[config.mk]
export PLATFORM = sky130hd
export DESIGN_NAME = irrigation_pump_controller_core_flat
export DESIGN_NICKNAME = d
export VERILOG_FILES = /design/src/rtl/ipc_pkg.sv /design/src/rtl/ipc_ifs.sv /design/src/rtl/ipc_cfg_regs.sv /design/src/rtl/ipc_datapath.sv /design/src/rtl/ipc_ctrl.sv /design/src/rtl/irrigation_pump_controller_core.sv /design/src/flat_wrapper.sv
export SDC_FILE = /design/constraint.sdc
export NUM_CORES = 1
export LEC_CHECK = 0
export BUFFER_PORTS_ARGS = -buffer_cell sky130_fd_sc_hd__buf_2
export CORE_MARGIN = 3
export CORE_UTILIZATION = 48
export CTS_CLUSTER_DIAMETER = 200
export DETAILED_ROUTE_END_ITERATION = 10
export GPL_TIMING_DRIVEN = 0
export SYNTH_ARGS = -nofsm -noshare
export SYNTH_HDL_FRONTEND = slang
export SYNTH_SLANG_ARGS = --single-unit
[constraint.sdc]
create_clock -name clk -period 9.5 [get_ports clk]
set_input_delay 1.425 -clock clk [delete_from_list [all_inputs] [get_ports clk]]
set_output_delay 1.425 -clock clk [all_outputs]
set_load 0.005 [all_outputs]
[src/rtl/ipc_pkg.sv]
`timescale 1ns / 1ps
// ----------------------------------------------------------------------------
// ipc_pkg
// types and fixed constants shared by the irrigation pump controller files
// ----------------------------------------------------------------------------
package ipc_pkg;

	localparam int SOIL_W    = 10;
	localparam int PCT_W     = 7;
	localparam int CLS_W     = 2;
	localparam int TICK_W    = 16;
	localparam int DEB_W     = 4;
	localparam int CFG_IDX_W = 3;
	localparam int CFG_DAT_W = 16;
	localparam int QUO_W     = 7;
	localparam int STEP_W    = 3;

	localparam logic [CFG_IDX_W-1:0] CFG_DRY     = 3'd0;
	localparam logic [CFG_IDX_W-1:0] CFG_WET     = 3'd1;
	localparam logic [CFG_IDX_W-1:0] CFG_START   = 3'd2;
	localparam logic [CFG_IDX_W-1:0] CFG_HYST    = 3'd3;
	localparam logic [CFG_IDX_W-1:0] CFG_MIN_ON  = 3'd4;
	localparam logic [CFG_IDX_W-1:0] CFG_MIN_OFF = 3'd5;
	localparam logic [CFG_IDX_W-1:0] CFG_DEBOUNCE = 3'd6;

	localparam logic [CLS_W-1:0] CLS_DRY   = 2'd0;
	localparam logic [CLS_W-1:0] CLS_MOIST = 2'd1;
	localparam logic [CLS_W-1:0] CLS_WET   = 2'd2;

	localparam logic [PCT_W-1:0] PCT_FULL      = 7'd100;
	localparam logic [PCT_W-1:0] PCT_WET_LEVEL = 7'd70;
	localparam logic [PCT_W-1:0] PCT_MOIST_LEVEL = 7'd40;

	localparam logic [DEB_W-1:0] RUN_MAX = 4'd15;

	typedef struct packed {
		logic [SOIL_W-1:0] dry;
		logic [SOIL_W-1:0] wet;
		logic [PCT_W-1:0]  start;
		logic [PCT_W-1:0]  hyst;
		logic [TICK_W-1:0] min_on;
		logic [TICK_W-1:0] min_off;
		logic [DEB_W-1:0]  debounce;
	} cfg_t;

	typedef struct packed {
		logic load;
		logic mul;
		logic div_step;
		logic finish;
	} ctrl_cmd_t;

	typedef struct packed {
		logic linear;
	} ctrl_sts_t;

endpackage

[src/rtl/ipc_ifs.sv]
`timescale 1ns / 1ps
// ----------------------------------------------------------------------------
// ipc_ifs
// valid/ready channels for input items, result items and register writes
// ----------------------------------------------------------------------------
interface ipc_item_in_if import ipc_pkg::*; ();
	logic              valid;
	logic              ready;
	logic              water_raw;
	logic [SOIL_W-1:0] soil_sample;

	modport source (output valid, output water_raw, output soil_sample, input ready);
	modport sink (input valid, input water_raw, input soil_sample, output ready);
endinterface

interface ipc_item_out_if import ipc_pkg::*; ();
	logic             valid;
	logic             ready;
	logic             pump_on;
	logic [PCT_W-1:0] soil_percent;
	logic [CLS_W-1:0] soil_class;
	logic             water_present;

	modport source (output valid, output pump_on, output soil_percent, output soil_class,
		output water_present, input ready);
	modport sink (input valid, input pump_on, input soil_percent, input soil_class,
		input water_present, output ready);
endinterface

interface ipc_cfg_if import ipc_pkg::*; ();
	logic                 valid;
	logic                 ready;
	logic [CFG_IDX_W-1:0] index;
	logic [CFG_DAT_W-1:0] data;

	modport source (output valid, output index, output data, input ready);
	modport sink (input valid, input index, input data, output ready);
endinterface

[src/rtl/ipc_cfg_regs.sv]
`timescale 1ns / 1ps
// ----------------------------------------------------------------------------
// ipc_cfg_regs
// configuration register file, written one register per accepted write
// ----------------------------------------------------------------------------
module ipc_cfg_regs import ipc_pkg::*; (
	input  logic   clk,
	input  logic   arst_n,
	ipc_cfg_if.sink cfg,
	output cfg_t   cfg_val
);

	cfg_t cfg_q;

	assign cfg.ready = 1'b1;
	assign cfg_val   = cfg_q;

	always_ff @(posedge clk or negedge arst_n) begin
		if (!arst_n) begin
			cfg_q.dry      <= 10'd800;
			cfg_q.wet      <= 10'd200;
			cfg_q.start    <= 7'd30;
			cfg_q.hyst     <= 7'd10;
			cfg_q.min_on   <= 16'd10;
			cfg_q.min_off  <= 16'd60;
			cfg_q.debounce <= 4'd3;
		end else if (cfg.valid) begin
			case (cfg.index)
				CFG_DRY:      cfg_q.dry      <= cfg.data[SOIL_W-1:0];
				CFG_WET:      cfg_q.wet      <= cfg.data[SOIL_W-1:0];
				CFG_START:    cfg_q.start    <= cfg.data[PCT_W-1:0];
				CFG_HYST:     cfg_q.hyst     <= cfg.data[PCT_W-1:0];
				CFG_MIN_ON:   cfg_q.min_on   <= cfg.data[TICK_W-1:0];
				CFG_MIN_OFF:  cfg_q.min_off  <= cfg.data[TICK_W-1:0];
				CFG_DEBOUNCE: cfg_q.debounce <= cfg.data[DEB_W-1:0];
				default: begin
				end
			endcase
		end
	end

endmodule

[src/rtl/ipc_datapath.sv]
`timescale 1ns / 1ps
// ----------------------------------------------------------------------------
// ipc_datapath
// debounce, percent scaling with a serial divider, pump timers, result regs
// ----------------------------------------------------------------------------
module ipc_datapath import ipc_pkg::*; #(
	parameter int ADC_BITS = 10
) (
	input  logic              clk,
	input  logic              arst_n,
	input  cfg_t              cfg_val,
	input  ctrl_cmd_t         cmd,
	output ctrl_sts_t         sts,
	input  logic              water_raw,
	input  logic [SOIL_W-1:0] soil_sample,
	output logic              pump_on,
	output logic [PCT_W-1:0]  soil_percent,
	output logic [CLS_W-1:0]  soil_class,
	output logic              water_present
);

	localparam int ADC_W = (ADC_BITS < SOIL_W) ? ADC_BITS : SOIL_W;
	localparam int NUM_W = ADC_W + PCT_W;

	logic [ADC_W-1:0] dry, wet, span, sample_in, diff;
	logic [ADC_W-1:0] sample_q;
	logic             high_q, low_q;
	logic [NUM_W-1:0] rem_q, trial;
	logic [QUO_W-1:0] quo_q;
	logic [STEP_W-1:0] step_q;

	logic             last_bit_q, water_q;
	logic [DEB_W-1:0] run_q;
	logic [DEB_W:0]   run_inc;
	logic [DEB_W-1:0] run_sat;

	logic              pump_q;
	logic [TICK_W-1:0] on_q, off_q;
	logic              pump_n;
	logic [TICK_W-1:0] on_n, off_n;
	logic [PCT_W-1:0]  pct_n;
	logic [CLS_W-1:0]  cls_n;
	logic [PCT_W:0]    stop_level;

	logic              res_pump_q, res_water_q;
	logic [PCT_W-1:0]  res_pct_q;
	logic [CLS_W-1:0]  res_cls_q;

	assign dry       = cfg_val.dry[ADC_W-1:0];
	assign wet       = cfg_val.wet[ADC_W-1:0];
	assign span      = dry - wet;
	assign sample_in = soil_sample[ADC_W-1:0];
	assign diff      = sample_q - wet;
	assign trial     = NUM_W'(span) << step_q;
	assign sts.linear = !high_q && !low_q;

	assign run_inc = {1'b0, run_q} + 1'b1;
	assign run_sat = run_inc[DEB_W] ? RUN_MAX : run_inc[DEB_W-1:0];

	// percent and class of the current sample
	always_comb begin
		if (high_q) begin
			pct_n = '0;
			cls_n = CLS_DRY;
		end else if (low_q) begin
			pct_n = PCT_FULL;
			cls_n = CLS_WET;
		end else begin
			pct_n = PCT_FULL - quo_q;
			if (pct_n >= PCT_WET_LEVEL) begin
				cls_n = CLS_WET;
			end else if (pct_n >= PCT_MOIST_LEVEL) begin
				cls_n = CLS_MOIST;
			end else begin
				cls_n = CLS_DRY;
			end
		end
	end

	// pump state update
	always_comb begin
		stop_level = {1'b0, cfg_val.start} + {1'b0, cfg_val.hyst};
		pump_n = pump_q;
		on_n   = on_q;
		off_n  = off_q;
		if (!water_q) begin
			pump_n = 1'b0;
			on_n   = '0;
			off_n  = '0;
		end else if (!pump_q) begin
			if (off_q != '0) begin
				off_n = off_q - 1'b1;
			end else if (pct_n < cfg_val.start) begin
				pump_n = 1'b1;
				on_n   = cfg_val.min_on;
			end
		end else begin
			if (on_q != '0) begin
				on_n = on_q - 1'b1;
			end else if ({1'b0, pct_n} >= stop_level) begin
				pump_n = 1'b0;
				off_n  = cfg_val.min_off;
			end
		end
	end

	always_ff @(posedge clk or negedge arst_n) begin
		if (!arst_n) begin
			last_bit_q <= 1'b0;
			run_q      <= '0;
			water_q    <= 1'b0;
			pump_q     <= 1'b0;
			on_q       <= '0;
			off_q      <= '0;
		end else begin
			if (cmd.load) begin
				if (water_raw == last_bit_q) begin
					if (run_sat >= cfg_val.debounce) begin
						run_q   <= cfg_val.debounce;
						water_q <= water_raw;
					end else begin
						run_q <= run_sat;
					end
				end else begin
					run_q <= '0;
				end
				last_bit_q <= water_raw;
			end
			if (cmd.finish) begin
				pump_q <= pump_n;
				on_q   <= on_n;
				off_q  <= off_n;
			end
		end
	end

	// sample capture, multiply by 100, restoring divide msb first
	always_ff @(posedge clk) begin
		if (cmd.load) begin
			sample_q <= sample_in;
			high_q   <= (sample_in >= dry);
			low_q    <= (sample_in <= wet);
		end
		if (cmd.mul) begin
			rem_q  <= NUM_W'(diff) * NUM_W'(PCT_FULL);
			quo_q  <= '0;
			step_q <= STEP_W'(QUO_W - 1);
		end
		if (cmd.div_step) begin
			if (rem_q >= trial) begin
				rem_q <= rem_q - trial;
				quo_q <= {quo_q[QUO_W-2:0], 1'b1};
			end else begin
				quo_q <= {quo_q[QUO_W-2:0], 1'b0};
			end
			step_q <= step_q - 1'b1;
		end
		if (cmd.finish) begin
			res_pump_q  <= pump_n;
			res_pct_q   <= pct_n;
			res_cls_q   <= cls_n;
			res_water_q <= water_q;
		end
	end

	assign pump_on       = res_pump_q;
	assign soil_percent  = res_pct_q;
	assign soil_class    = res_cls_q;
	assign water_present = res_water_q;

endmodule

[src/rtl/ipc_ctrl.sv]
`timescale 1ns / 1ps
// ----------------------------------------------------------------------------
// ipc_ctrl
// sequencer for one item: capture, multiply, divide steps (only for a sample between wet and dry), finish
// ----------------------------------------------------------------------------
module ipc_ctrl import ipc_pkg::*; (
	input  logic      clk,
	input  logic      arst_n,
	input  logic      in_valid,
	output logic      in_ready,
	output logic      out_valid,
	input  logic      out_ready,
	input  ctrl_sts_t sts,
	output ctrl_cmd_t cmd
);

	localparam logic [1:0] ST_IDLE = 2'd0;
	localparam logic [1:0] ST_MUL  = 2'd1;
	localparam logic [1:0] ST_DIV  = 2'd2;
	localparam logic [1:0] ST_DONE = 2'd3;

	logic [1:0]        state_q, state_n;
	logic [STEP_W-1:0] cnt_q;
	logic              out_valid_q;
	logic              out_free;

	assign out_free  = !out_valid_q || out_ready;
	assign in_ready  = (state_q == ST_IDLE);
	assign out_valid = out_valid_q;

	always_comb begin
		state_n      = state_q;
		cmd.load     = 1'b0;
		cmd.mul      = 1'b0;
		cmd.div_step = 1'b0;
		cmd.finish   = 1'b0;
		case (state_q)
			ST_IDLE: begin
				if (in_valid) begin
					cmd.load = 1'b1;
					state_n  = ST_MUL;
				end
			end
			ST_MUL: begin
				cmd.mul = 1'b1;
				state_n = sts.linear ? ST_DIV : ST_DONE;
			end
			ST_DIV: begin
				cmd.div_step = 1'b1;
				if (cnt_q == '0) begin
					state_n = ST_DONE;
				end
			end
			ST_DONE: begin
				if (out_free) begin
					cmd.finish = 1'b1;
					state_n    = ST_IDLE;
				end
			end
			default: state_n = ST_IDLE;
		endcase
	end

	always_ff @(posedge clk or negedge arst_n) begin
		if (!arst_n) begin
			state_q     <= ST_IDLE;
			cnt_q       <= '0;
			out_valid_q <= 1'b0;
		end else begin
			state_q <= state_n;
			if (cmd.mul) begin
				cnt_q <= STEP_W'(QUO_W - 1);
			end else if (cmd.div_step) begin
				cnt_q <= cnt_q - 1'b1;
			end
			if (cmd.finish) begin
				out_valid_q <= 1'b1;
			end else if (out_ready) begin
				out_valid_q <= 1'b0;
			end
		end
	end

endmodule

[src/rtl/irrigation_pump_controller_core.sv]
`timescale 1ns / 1ps
// ----------------------------------------------------------------------------
// irrigation_pump_controller_core
// debounced water gate, soil percent and class, hysteresis pump control
// sequence: accept and capture, multiply, then the serial divider steps for a
// sample between the wet and dry readings (skipped otherwise), then finish
// items are taken one at a time: no new item until the previous one finishes,
// and finish is held back while the previous result waits on ready
// reset: control, debounce and pump state and result valid clear, registers take their defaults
// ----------------------------------------------------------------------------
module irrigation_pump_controller_core import ipc_pkg::*; #(
	parameter int ADC_BITS = 10
) (
	input  logic          clk,
	input  logic          arst_n,
	ipc_item_in_if.sink   items,
	ipc_item_out_if.source results,
	ipc_cfg_if.sink       cfg
);

	cfg_t      cfg_val;
	ctrl_cmd_t cmd;
	ctrl_sts_t sts;

	ipc_cfg_regs u_cfg (
		.clk     (clk),
		.arst_n  (arst_n),
		.cfg     (cfg),
		.cfg_val (cfg_val)
	);

	ipc_ctrl u_ctrl (
		.clk       (clk),
		.arst_n    (arst_n),
		.in_valid  (items.valid),
		.in_ready  (items.ready),
		.out_valid (results.valid),
		.out_ready (results.ready),
		.sts       (sts),
		.cmd       (cmd)
	);

	ipc_datapath #(
		.ADC_BITS (ADC_BITS)
	) u_dp (
		.clk           (clk),
		.arst_n        (arst_n),
		.cfg_val       (cfg_val),
		.cmd           (cmd),
		.sts           (sts),
		.water_raw     (items.water_raw),
		.soil_sample   (items.soil_sample),
		.pump_on       (results.pump_on),
		.soil_percent  (results.soil_percent),
		.soil_class    (results.soil_class),
		.water_present (results.water_present)
	);

endmodule
[src/flat_wrapper.sv]
// flat-port wrapper written by rule: the top's interface ports become plain ports
module irrigation_pump_controller_core_flat import ipc_pkg::*;
#(
	parameter int ADC_BITS = 10
)
  (clk, arst_n, items_valid, items_water_raw, items_soil_sample, items_ready, results_valid, results_pump_on, results_soil_percent, results_soil_class, results_water_present, results_ready, cfg_valid, cfg_index, cfg_data, cfg_ready);
  ipc_item_in_if items_i ();
  ipc_item_out_if results_i ();
  ipc_cfg_if cfg_i ();
  input  logic clk;
  input  logic arst_n;
  input wire logic [$bits(items_i.valid)-1:0] items_valid;
  input wire logic [$bits(items_i.water_raw)-1:0] items_water_raw;
  input wire logic [$bits(items_i.soil_sample)-1:0] items_soil_sample;
  output wire logic [$bits(items_i.ready)-1:0] items_ready;
  output wire logic [$bits(results_i.valid)-1:0] results_valid;
  output wire logic [$bits(results_i.pump_on)-1:0] results_pump_on;
  output wire logic [$bits(results_i.soil_percent)-1:0] results_soil_percent;
  output wire logic [$bits(results_i.soil_class)-1:0] results_soil_class;
  output wire logic [$bits(results_i.water_present)-1:0] results_water_present;
  input wire logic [$bits(results_i.ready)-1:0] results_ready;
  input wire logic [$bits(cfg_i.valid)-1:0] cfg_valid;
  input wire logic [$bits(cfg_i.index)-1:0] cfg_index;
  input wire logic [$bits(cfg_i.data)-1:0] cfg_data;
  output wire logic [$bits(cfg_i.ready)-1:0] cfg_ready;
  assign items_i.valid = items_valid;
  assign items_i.water_raw = items_water_raw;
  assign items_i.soil_sample = items_soil_sample;
  assign items_ready = items_i.ready;
  assign results_valid = results_i.valid;
  assign results_pump_on = results_i.pump_on;
  assign results_soil_percent = results_i.soil_percent;
  assign results_soil_class = results_i.soil_class;
  assign results_water_present = results_i.water_present;
  assign results_i.ready = results_ready;
  assign cfg_i.valid = cfg_valid;
  assign cfg_i.index = cfg_index;
  assign cfg_i.data = cfg_data;
  assign cfg_ready = cfg_i.ready;
  irrigation_pump_controller_core #(.ADC_BITS(ADC_BITS)) u_core (.clk(clk), .arst_n(arst_n), .items(items_i), .results(results_i), .cfg(cfg_i));
endmodule
Word-level counts from Yosys, hierarchy flattened
Index checks and enable logic that the tools add are counted.
{ "word_totals": {"input_bits": 35, "out_inout_bits": 14, "ff_bits": 165} }
{ "op_classes": {"eq_ne": 19, "n_mux": 47, "multipliers": 1, "n_shift": 1, "n_lt_le_gt_ge": 8, "n_reduce_logical": 24, "n_addsub": 10} }
{ "op_table": {"columns": ["cell", "n"], "rows": [
  ["$mux W16", 10],
  ["$mux W17", 3],
  ["$reduce_bool A16 Y1", 2],
  ["$sub A16 B1 Y16 const B", 2],
  ["$mux W7", 4],
  ["$sub A10 B10 Y10", 2],
  ["$ge A17 B17 Y1", 1],
  ["$mux W1", 17],
  ["$shl A10 B3 Y17", 1],
  ["$sub A17 B17 Y17", 1],
  ["$mul A10 B5 Y15 const B", 1],
  ["$reduce_and A2 Y1", 7],
  ["$mux W3", 4],
  ["$mux W4", 3],
  ["$ge A10 B10 Y1", 1],
  ["$le A10 B10 Y1", 1],
  ["$mux W2", 5],
  ["$eq A3 B3 Y1 const B", 3],
  ["$add A7 B7 Y8", 1],
  ["$ge A7 B8 Y1", 1],
  ["$pmux W2 S4", 1],
  ["$reduce_and A4 Y1", 2],
  ["$ge A7 B6 Y1 const B", 1],
  ["$ge A7 B7 Y1 const B", 1],
  ["other kinds (22)", 35]
]} }

Longest topological paths before layout
Gate-level depths: netlist of run 1.
{ "logic_depth": {"ltp_word": 8, "ltp_mapped": 23, "ltp_nobuf": 23} }

By module
A second synthesis of run 1 with hierarchy kept.
{ "unflattened": {"cells_unflattened": 1246, "area_unflattened_um2": 11883.9} }
{ "by_module_without_submodules": {"columns": ["mod", "instances", "seq_area_each_um2", "cells_each", "area_each_um2"], "rows": [
  ["ipc_datapath", 1, 2307.2, 1053, 8772.2],
  ["ipc_cfg_regs", 1, 1776.7, 155, 2741.4],
  ["ipc_ctrl", 1, 150.1, 38, 370.4]
]} }

Worst setup path before layout of run 1
Ideal clock, no wire load.
{ "synth_timing": {"path_kind": "reg-to-reg", "from": "register u_core.u_cfg.cfg_val[53] (netlist name)", "to": "register u_core.u_dp.rem_q[11]", "period_less_slack_ns": 4.247, "setup_slack_ns": 5.253, "t_arrival_ns": 4.114, "path_buffers": 1, "path_stages_with_launch": 19, "setup_time_ns": 0.133, "cell_sequence": "dfstp_2 inv_1 ha_1 a21oi_1 nor2b_1 a311oi_1 a211oi_1 a221o_1 mux2i_1 o21ai_1 mux2i_1 ha_1 a21o_1 a211oi_1 nand2_1 o221a_2 o311ai_2 clkbuf_1 a21oi_1"} }
{ "synth_via": {"elab_chain_len": 5, "elab_cells_between_ends": 9, "classes_between": "3 x add/sub; 1 x mul; 1 x order compare; 1 x shift; 3 x mux"} }
{ "synth_rtl": {"columns": ["item", "line", "text"], "rows": [
  ["$sub A10 B10 Y10, on equally long branches", "ipc_datapath.sv:53, ipc_datapath.sv:51", null],
  ["$mul A10 B5 Y15 or $shl A10 B3 Y17 (tied branches)", "ipc_datapath.sv:145, ipc_datapath.sv:54", null],
  ["$mux W17 (tied with other cells)", "ipc_datapath.sv:144", "if (cmd.mul) begin"],
  ["$mux W17", "ipc_datapath.sv:150", "if (rem_q >= trial) begin"],
  ["$mux W17 (*)", "ipc_datapath.sv:149", "if (cmd.div_step) begin"],
  ["end signal: assignment", "ipc_datapath.sv:145", "rem_q <= NUM_W'(diff) * NUM_W'(PCT_FULL);"],
  ["end signal: assignment", "ipc_datapath.sv:151", "rem_q <= rem_q - trial;"],
  ["end: declaration", "ipc_datapath.sv:28", "logic [NUM_W-1:0] rem_q, trial;"]
]} }
Every way passes the cells marked *; elsewhere a longest branch is shown, timed or not.
A chain may end at the register's enable or synchronous reset.

Worst setup path after layout of run 1
{ "layout_timing": {"from": "register u_core.u_cfg.cfg_val[53] (netlist name)", "to": "register u_core.u_dp.rem_q[6]"} }
{ "layout_via": {"elab_chain_len": 5, "elab_cells_between_ends": 9, "classes_between": "3 x add/sub; 1 x mul; 1 x order compare; 1 x shift; 3 x mux"} }
{ "layout_rtl": {"columns": ["item", "line"], "rows": [
  ["$sub A10 B10 Y10, on equally long branches", "ipc_datapath.sv:53, ipc_datapath.sv:51"],
  ["$mul A10 B5 Y15 or $shl A10 B3 Y17 (tied branches)", "ipc_datapath.sv:145, ipc_datapath.sv:54"],
  ["$mux W17 (tied with other cells)", "ipc_datapath.sv:144"],
  ["$mux W17", "ipc_datapath.sv:150"],
  ["$mux W17 (*)", "ipc_datapath.sv:149"]
]} }
Marks and branches as above.

==> reports/results.tsv, run 1 <==
metric	value	unit
yosysMostFrequentCell	ha_1	
synth_common_cells	125 x ha_1, 95 x dfrtp_1, 92 x nand2_1, 87 x nor2_1, 86 x inv_1	
cts_tree	done	
period_minus_slack	5.16	ns
endpoint_kind	flip-flop	
vias_per_cell	5.63	
grt_use_met1	33.1	%
rsz0062_at_grt	false	
slowest_delay	0.52	ns
path_cells	inv_1, ha_1, a21oi_1, nor2b_1, a311oi_1, a211oi_1, a221o_1, mux2i_1, o21ai_1, mux2i_1, ha_1, a21o_1, a211oi_1, nand2_1, o221a_2, o311ai_2, clkbuf_1, a21oi_1	
holdPathStages	2	
hold_class	reg2reg	
cp.required	9.79	ns
grt_pass1_vias	8121	
clock_sinks	165	
grt_overflow	0	
cts_setup_buffers	0	
synth_nets	1338	
grt_max_degree	69	
multiInputGateArea	0.00641	mm2
cp-start-kind	flip-flop	
cts_root_buffer	clkbuf_16	
routabilityCongestion	0.850	
synth-seq-area-share	38.0	%
core_area	0.0227	mm2
postCtsHoldBufs	0	
vias	8630	
path_max_fanout	10	
io_pins	49	
clkLatencyLatePin	0.44	ns
grt_util_all_layers	21.6	%
drtIter0Drc	586	
r2r_cells	18	
htreeDepth	4	
fin_skew	0.0120	ns
io_buffers	45	
fin_crit_sh	54.4	%
worstSetupPathDepth	18	
met2_usage	32.7	%
yosysUniqueCellTypes	79	
synth-seq-cells	165	
worst_pin_slew	1.11	ns
rows	55	
antenna_cells	0	
clkTransAtPathRegs	0.07	ns
antenna_found_initial	1	
cts_buffers	17	
ys_warn_count	0	
syn_inst	1169	
grtUsageMet3	3.18	%
cp_data_arrival_time	5.46	ns
routed_wl	26.3	mm
synthArstFlopShare	69.7	%
maxCapViolations	0	
path_delay_family	compound AO/OA/AOI/OAI gates	
seq_area	0.00423	mm2
relSlewSlack	25.7	%
syn_area	0.0111	mm2
drt_first_pass_iters	5	
synth.largest_area_cell	dfrtp_1	
stdcell_count	1532	
clock_path_buffers	2	
grt_pass1_wl	42.6	mm
top_usage_layer	met1	
finalHoldViolCount	0	
status	finished clean	
post_route_cells_drive_above_1_share	13.9	%
fill_cells	2089	
dpl.cell_count	1500	
fp.dieH	158	um
fmax	194	MHz
synth.area.top_cells	dfrtp_1 21%, ha_1 14%, edfxtp_1 8.9%, mux2_2 5.1%, dfstp_2 4.7%	
crit_slowest_cell	dfstp_2	
critPathBufInv	2	
fin_tns_setup	0	ns
place_hpwl	20.0	mm
finalSetupViolations	0	
synth_area_per_cell	9.52	um2
fin_util	54.4	%
synth_ff_type	dfrtp_1	
routedWlPerCell	17.1	um
drc	0	
die_area	0.0251	mm2
nets	1403	
path_class	reg2reg	
area_growth	11.0	%
synth_edf_count	33	
ant_nets	0	
die_w	158	um
cts-resized-gates	0	
final_max_slew_viol_count	0	
netlist.area_leader.share	21.4	%
start_util	49.0	%
state kept, by name, indices dropped and copies added, names as in the netlist, 2 cells and up:
name / cells
u_core.u_cfg.cfg_val: 70
u_core.u_ctrl.cnt_q: 3
u_core.u_ctrl.state_q: 2
u_core.u_dp.off_q: 16
u_core.u_dp.on_q: 16
u_core.u_dp.quo_q: 7
u_core.u_dp.rem_q: 17
u_core.u_dp.run_q: 4
u_core.u_dp.sample_q: 10
u_core.u_dp.soil_class: 2
u_core.u_dp.soil_percent: 7
u_core.u_dp.step_q: 3
layer usage:
metal	vias up	share of wire [%]
met5	-	0.076
met4	2	0.68
met3	17	3.7
met2	168	44
met1	4124	52
li1	4319	-
worst paths after layout:
| path | slack [ns] | start | endpoint |
|---|---|---|---|
| max in group asynchronous | 7.82 | arst_n | u_core.u_cfg.cfg_val[56] |
| hold reg to reg | 0.49 | u_core.u_dp.rem_q[1] | u_core.u_dp.rem_q[1] |
| hold / removal | 0.49 | u_core.u_dp.rem_q[1] | u_core.u_dp.rem_q[1] |
| min in group asynchronous | 0.92 | arst_n | u_core.u_cfg.cfg_val[24] |
| setup / recovery | 4.34 | u_core.u_cfg.cfg_val[53] | u_core.u_dp.rem_q[6] |
| setup reg to reg | 4.34 | u_core.u_cfg.cfg_val[53] | u_core.u_dp.rem_q[6] |
tightest hold or removal path, delay by kind of cell (launching register included):
kind / cells / cell delay [ns]
AO/OA/AOI/OAI: 1 / 0.05
flip-flops: 1 / 0.33
AND/OR/NAND/NOR: 1 / 0.06
cells by family (layout without fill, tap and decap cells):
family / count (synthesis) / in the layout / synth area share (%)
other: 1 / 1 / 0.0337
adder cells (fa/ha/maj): 134 / 134 / 15.7
flip-flops: 165 / 165 / 38.0
AO/OA/AOI/OAI: 311 / 311 / 17.0
buffers and inverters: 126 / 204 / 4.42
multiplexers: 77 / 77 / 7.50
AND/OR/NAND/NOR: 301 / 301 / 13.1
XOR/XNOR: 54 / 54 / 4.25
cell usage in the layout (no fill, tap or decap), types with 20 or more instances in the layout:
cell type and instances:
ha_1 125, nand2_1 92, o21ai_0 59, buf_2 50, xnor2_1 26, mux2i_1 26
a21oi_1 68, inv_1 86, dfstp_2 20, edfxtp_1 33, a21o_1 29, nor3_1 23
clkbuf_1 26, mux2_2 50, o21ai_1 65, xor2_1 28, nor2_1 87, dfrtp_1 95
metrics by stage:
step / hold slack (ns) / instance area [um2] / setup slack [ns]
3_5_place_dp: 0.476 / 11700 / 4.42
5_1_grt: 0.505 / 12400 / 4.05
4_1_cts: 0.486 / 12400 / 4.37
3_3_place_gp: 0.466 / 11700 / 4.47
6_report: 0.486 / 12400 / 4.34
2_1_floorplan: 0.456 / 11100 / 5.25
final cells by class:
type,instances,share of cell area [%]
multi-input combinational,878,51.9
inverter,92,2.79
tap,285,2.89
sequential,165,34.3
clock inverter,14,1.25
clock buffer,18,3.65
timing repair buffer,46,2.10
buffer,34,1.18
Power of run 1 is left out: the tool's default activity adds up to more than one toggle a clock period on the data nets, which glitch-free logic cannot reach.
==> run 2, diff against run 1 <==
- ABC_AREA: unset -> 1
- clock period: 9.5 -> 5.25 ns (I/O delays scaled with it)
==> run 2 against run 1 <==
Routed wire length rose by 15%. Fmax increased by 14%. Sequential cell count did not move. Die area up 8.0%. Synthesized area increased by 8.3%. First-iteration DRC count increased by 26%. Register-to-register slack got worse by 3.6 ns. Sequential share of layout area down 2.5 points.
==> reports/results.tsv, run 2 <==
metric	value	unit	change
status	finished clean		unchanged
vias_per_cell	5.17		was 5.63
core_area	0.0245	mm2	was 0.0227 mm2
synth_area_per_cell	7.44	um2	was 9.52 um2
synth.largest_area_cell	dfrtp_1		unchanged
path_max_fanout	5		was 10
relSlewSlack	42.6	%	was 25.7%
fin_crit_sh	86.6	%	was 54.4%
largest_reg_flops	70		unchanged
antenna_cells	0		unchanged
nets	1857		was 1403
dpl.cell_count	1993		was 1500
grt_overflow	0		unchanged
io_buffers	47		was 45
crit_path_start	u_core.u_cfg.cfg_val[50]		was u_core.u_cfg.cfg_val[53]
hold_class	in2async		was reg2reg
endpoint_kind	flip-flop		unchanged
synth_common_cells	493 x nand2_1, 210 x inv_1, 126 x o21ai_0, 125 x ha_1, 112 x nor2_1		was 125 x ha_1, 95 x dfrtp_1, 92 x nand2_1, 87 x nor2_1, 86 x inv_1
routabilityCongestion	0.882		was 0.850
period_minus_slack	4.55	ns	was 5.16 ns
post_route_cells_drive_above_1_share	9.23	%	was 13.9%
synth-seq-cells	165		unchanged
antenna_found_initial	0		was 1
path_class	reg2reg		unchanged
drc	0		unchanged
clkLatencyLatePin	0.44	ns	about the same
vias	10500		was 8630
fill_cells	2438		was 2089
worst_pin_slew	0.859	ns	was 1.11 ns
die_area	0.0271	mm2	was 0.0251 mm2
die_w	164	um	was 158 um
rsz0062_at_grt	false		unchanged
routedWlPerCell	15.0	um	was 17.1 um
drt_first_pass_iters	6		was 5
io_pins	49		unchanged
netlist.area_leader.share	19.7	%	was 21.4%
synth_ff_type	dfrtp_1		unchanged
grt_util_all_layers	23.6	%	was 21.6%
fin_skew	0.0216	ns	was 0.0120 ns
ant_nets	0		unchanged
r2r_setup_slack	0.70	ns	was 4.34 ns
synth.area.top_cells	dfrtp_1 20%, nand2_1 15%, ha_1 13%, edfxtp_1 8.2%, inv_1 6.5%		was dfrtp_1 21%, ha_1 14%, edfxtp_1 8.9%, mux2_2 5.1%, dfstp_2 4.7%
post-place-ws	0.689	ns	was 4.42 ns
r2r_start	u_core.u_cfg.cfg_val[50]		was u_core.u_cfg.cfg_val[53]
fmax	220	MHz	was 194 MHz
cts_root_buffer	clkbuf_16		unchanged
worst_slack	0.703	ns	was 4.34 ns
cp_data_arrival_time	4.88	ns	was 5.46 ns
fp.dieH	164	um	was 158 um
cp-start-kind	flip-flop		unchanged
cts_buffers	17		unchanged
final_max_slew_viol_count	0		unchanged
finalHoldViolCount	0		unchanged
synthArstFlopShare	69.7	%	unchanged
htreeDepth	4		unchanged
cts-resized-gates	0		unchanged
synth_edf_count	33		unchanged
synth-seq-area-share	35.1	%	was 38.0%
syn_area	0.0121	mm2	was 0.0111 mm2
ys_warn_count	0		unchanged
synth_nets	1790		was 1338
routed_wl	30.3	mm	was 26.3 mm
yosysUniqueCellTypes	52		was 79
stdcell_count	2025		was 1532
grt_pass1_wl	50.7	mm	was 42.6 mm
area_growth	10.5	%	was 11.0%
maxCapViolations	0		unchanged
cts_tree	done		unchanged
grt_max_degree	97		was 69
timing.hold.ws	0.181	ns	was 0.486 ns
grt_pass1_vias	10000		was 8121
postCtsHoldBufs	0		unchanged
cts_setup_buffers	0		unchanged
finalSetupViolations	0		unchanged
clock_sinks	165		unchanged
clkTransAtPathRegs	0.08	ns	was 0.07 ns
final_common_cell	nand2_1		was ha_1
clock_path_buffers	2		unchanged
place_hpwl	23.8	mm	was 20.0 mm
drtIter0Drc	738		was 586
rows	57		was 55
fin_tns_setup	0	ns	unchanged
cp.required	5.59	ns	was 9.79 ns
start_util	49.1	%	was 49.0%
syn_inst	1621		was 1169
final_cell_mix	493 x nand2_1, 210 x inv_1, 126 x o21ai_0, 125 x ha_1, 111 x nor2_1		was 125 x ha_1, 95 x dfrtp_1, 92 x nand2_1, 87 x nor2_1, 86 x inv_1
yosysMostFrequentCell	nand2_1		was ha_1
run 2: kinds of logic (layout without fill, tap and decap cells):
logic type,Yosys count,in the layout,synth area share [%]
other cells,1,1,0.0311
mux,2,2,0.166
compound gates,241,241,11.2
flops,165,165,35.1
fa+ha+maj,134,134,14.5
simple gates,774,774,26.9
buf+inv,251,331,8.25
xor+xnor,53,53,3.85
run 2: worst paths after layout:
path / to / depth (start not counted)
worst max-delay path: u_core.u_dp.rem_q[16] / 23
max in group asynchronous: u_core.u_cfg.cfg_val[21] / 2
min in group clk: u_core.u_dp.on_q[15] / 2
worst max register to register: u_core.u_dp.rem_q[16] / 23
worst min register to register: u_core.u_dp.on_q[15] / 2
worst min-delay path: u_core.u_dp.off_q[14] / 1
run 2: routing by layer:
| metal | vias to the layer above | wire length, um | GRT usage [%] |
|---|---|---|---|
| met5 | - | 0 | 0 |
| met2 | 175 | 14000 | 38.4 |
| met1 | 4851 | 15000 | 33.6 |
| met3 | 31 | 879 | 2.48 |
| li1 | 5417 | - | - |
| met4 | 0 | 467 | 6.56 |
run 2: final cells by class:
cell class | count | area, um2 | area share (%)
multi-input cells | 1205 | 6830 | 51.3
flip-flops and latches | 165 | 4230 | 31.8
inverters | 216 | 813 | 6.11
clock buffers | 19 | 454 | 3.41
well taps | 324 | 405 | 3.04
repair buffers | 48 | 269 | 2.02
plain buffers | 35 | 181 | 1.36
clock inverters | 13 | 136 | 1.02
run 2: metrics by stage:
stage,util (%),area (um2)
4_1_cts,54.3,13300
3_3_place_gp,51.7,12700
6_report,54.3,13300
5_1_grt,54.3,13300
2_1_floorplan,-,12100
3_5_place_dp,51.9,12700
run 2: worst max-delay path, cell delays in order (launching register included):
cell     delay, ns
dfrtp_1       0.49
ha_1          0.23
inv_1         0.08
fa_1          0.40
nand3_1       0.09
nand2_1       0.10
a21oi_1       0.14
nor2_1        0.05
nor2_1        0.11
xnor2_1       0.27
ha_1          0.33
ha_1          0.28
inv_1         0.05
fa_1          0.54
inv_1         0.04
ha_1          0.35
a21oi_1       0.27
o21ai_0       0.13
nand2_1       0.10
nand4_1       0.08
nand3_1       0.11
nand3_1       0.09
nand2_1       0.07
inv_1         0.04
Power of run 2 is left out for the same reason.
==> run 3, diff against run 2 <==
- CORE_MARGIN: 3 -> unset
==> run 3 against run 2 <==
First-iteration DRC count increased by 7.2%. Critical endpoint unchanged. Critical path type unchanged. Highest routed layer unchanged. Via count stayed put. Clock skew shrank 0.0046 ns. Setup slack is essentially flat. Non-clock buffer count stayed put.
==> reports/results.tsv, run 3 (synthesis gave the netlist of run 2 again) <==
metric	value	unit	change
clkTransAtPathRegs	0.08	ns	about the same
final_common_cell	nand2_1		unchanged
grt_util_all_layers	25.0	%	was 23.6%
postCtsHoldBufs	0		unchanged
routed_wl	30.8	mm	was 30.3 mm
finalHoldViolCount	0		unchanged
final_area	0.0133	mm2	about the same
cp-start-kind	flip-flop		unchanged
cts-resized-gates	0		unchanged
drc	0		unchanged
antenna_cells	0		unchanged
maxCapViolations	0		unchanged
endpoint_kind	flip-flop		unchanged
r2r_end	u_core.u_dp.rem_q[16]		unchanged
routedWlPerCell	15.2	um	was 15.0 um
io_buffers	47		unchanged
drt_first_pass_iters	5		was 6
cts_buffers	17		unchanged
post-place-ws	0.721	ns	was 0.689 ns
worst_slack	0.703	ns	about the same
fin_tns_setup	0	ns	unchanged
post_route_cells_drive_above_1_share	9.29	%	was 9.23%
cts_root_buffer	clkbuf_16		unchanged
die_area	0.0258	mm2	was 0.0271 mm2
fin_skew	0.0171	ns	was 0.0216 ns
grt_pass1_wl	50.9	mm	was 50.7 mm
fp.dieH	160	um	was 164 um
cts_tree	done		unchanged
r2r_cells	23		unchanged
area_growth	10.6	%	was 10.5%
worst_pin_slew	0.852	ns	was 0.859 ns
start_util	49.3	%	was 49.1%
antenna_found_initial	0		unchanged
dpl_cell_area	0.0127	mm2	unchanged
core_area	0.0245	mm2	about the same
cts_setup_buffers	0		unchanged
clock_sinks	165		unchanged
routabilityCongestion	0.868		was 0.882
period_minus_slack	4.55	ns	about the same
final_cell_mix	493 x nand2_1, 210 x inv_1, 126 x o21ai_0, 125 x ha_1, 111 x nor2_1		unchanged
rows	57		unchanged
cp_data_arrival_time	4.89	ns	was 4.88 ns
grt_overflow	0		unchanged
drtIter0Drc	791		was 738
cp.required	5.60	ns	was 5.59 ns
relSlewSlack	43.2	%	was 42.6%
io_pins	49		unchanged
largest_reg_flops	70		unchanged
ant_nets	0		unchanged
place_hpwl	24.0	mm	was 23.8 mm
path_max_fanout	5		unchanged
grt_pass1_vias	10000		unchanged
r2r_start	u_core.u_cfg.cfg_val[50]		unchanged
finalSetupViolations	0		unchanged
hold_class	in2async		unchanged
clock_path_buffers	2		unchanged
clkLatencyLatePin	0.44	ns	about the same
grt_max_degree	97		unchanged
vias_per_cell	5.17		unchanged
die_w	160	um	was 164 um
rsz0062_at_grt	false		unchanged
r2r_setup_slack	0.70	ns	about the same
status	finished clean		unchanged
path_class	reg2reg		unchanged
nets	1857		unchanged
fin_crit_sh	86.6	%	about the same
htreeDepth	4		unchanged
vias	10500		unchanged
final_max_slew_viol_count	0		unchanged
fmax	220	MHz	about the same
-- run 3: cell types whose count changed in the layout (fill, tap and decap cells not counted), sizes merged --
cell	previous run	this run
clkbuf	38	36
clkinv	6	7
clkinvlp	1	0
inv	222	224
-- run 3: cell type report --
type,count,area [um2]
Buffer,35,181
Clock buffer,17,425
Clock inverter,15,175
Fill cell,2438,11100
Inverter,216,813
Multi-Input combinational cell,1205,6830
Sequential cell,165,4230
Tap cell,324,405
Timing Repair Buffer,48,269
-- run 3: how the worst max path moves through the flow --
stage / slack, ns / startpoint / endpoint
after floorplan: 1.33 / u_core.u_dp.sample_q[0] / u_core.u_dp.rem_q[16]
after global placement: 0.74 / u_core.u_cfg.cfg_val[50] / u_core.u_dp.rem_q[16]
after detailed placement: 0.72 / u_core.u_cfg.cfg_val[50] / u_core.u_dp.rem_q[16]
after CTS: 0.70 / u_core.u_cfg.cfg_val[50] / u_core.u_dp.rem_q[16]
after global routing: 0.29 / u_core.u_cfg.cfg_val[50] / u_core.u_dp.rem_q[16]
final: 0.70 / u_core.u_cfg.cfg_val[50] / u_core.u_dp.rem_q[16]
-- run 3: through the flow --
step	utilization, %	hold slack, ns	cells
2_1_floorplan	-	0.449	1621
3_3_place_gp	51.9	0.461	1992
3_5_place_dp	52.0	0.465	1993
4_1_cts	54.5	0.174	2025
5_1_grt	54.5	0.178	2025
6_report	54.5	0.178	2025
-- run 3: critical path, stage by stage, from the launching register on --
cell     delay [ns]
dfrtp_1        0.52
ha_1           0.22
inv_1          0.08
fa_1           0.41
nand3_1        0.09
nand2_1        0.09
a21oi_1        0.14
nor2_1         0.05
nor2_1         0.11
xnor2_1        0.27
ha_1           0.32
ha_1           0.27
inv_1          0.05
fa_1           0.52
inv_1          0.04
ha_1           0.36
a21oi_1        0.30
o21ai_0        0.15
nand2_1        0.10
nand4_1        0.08
nand3_1        0.10
nand3_1        0.08
nand2_1        0.06
inv_1          0.04
-- run 3: routing by layer --
| layer | vias up | share of wire [%] | routed length (um) | track usage (%) |
|---|---|---|---|---|
| li1 | 5417 | - | - | - |
| met1 | 4858 | 49 | 15000 | 34.5 |
| met2 | 169 | 46 | 14200 | 40.7 |
| met3 | 30 | 3.4 | 1050 | 3.82 |
| met4 | 0 | 1.8 | 558 | 7.06 |
| met5 | - | 0 | 0 | 0 |
Power of run 3 is left out for the same reason.
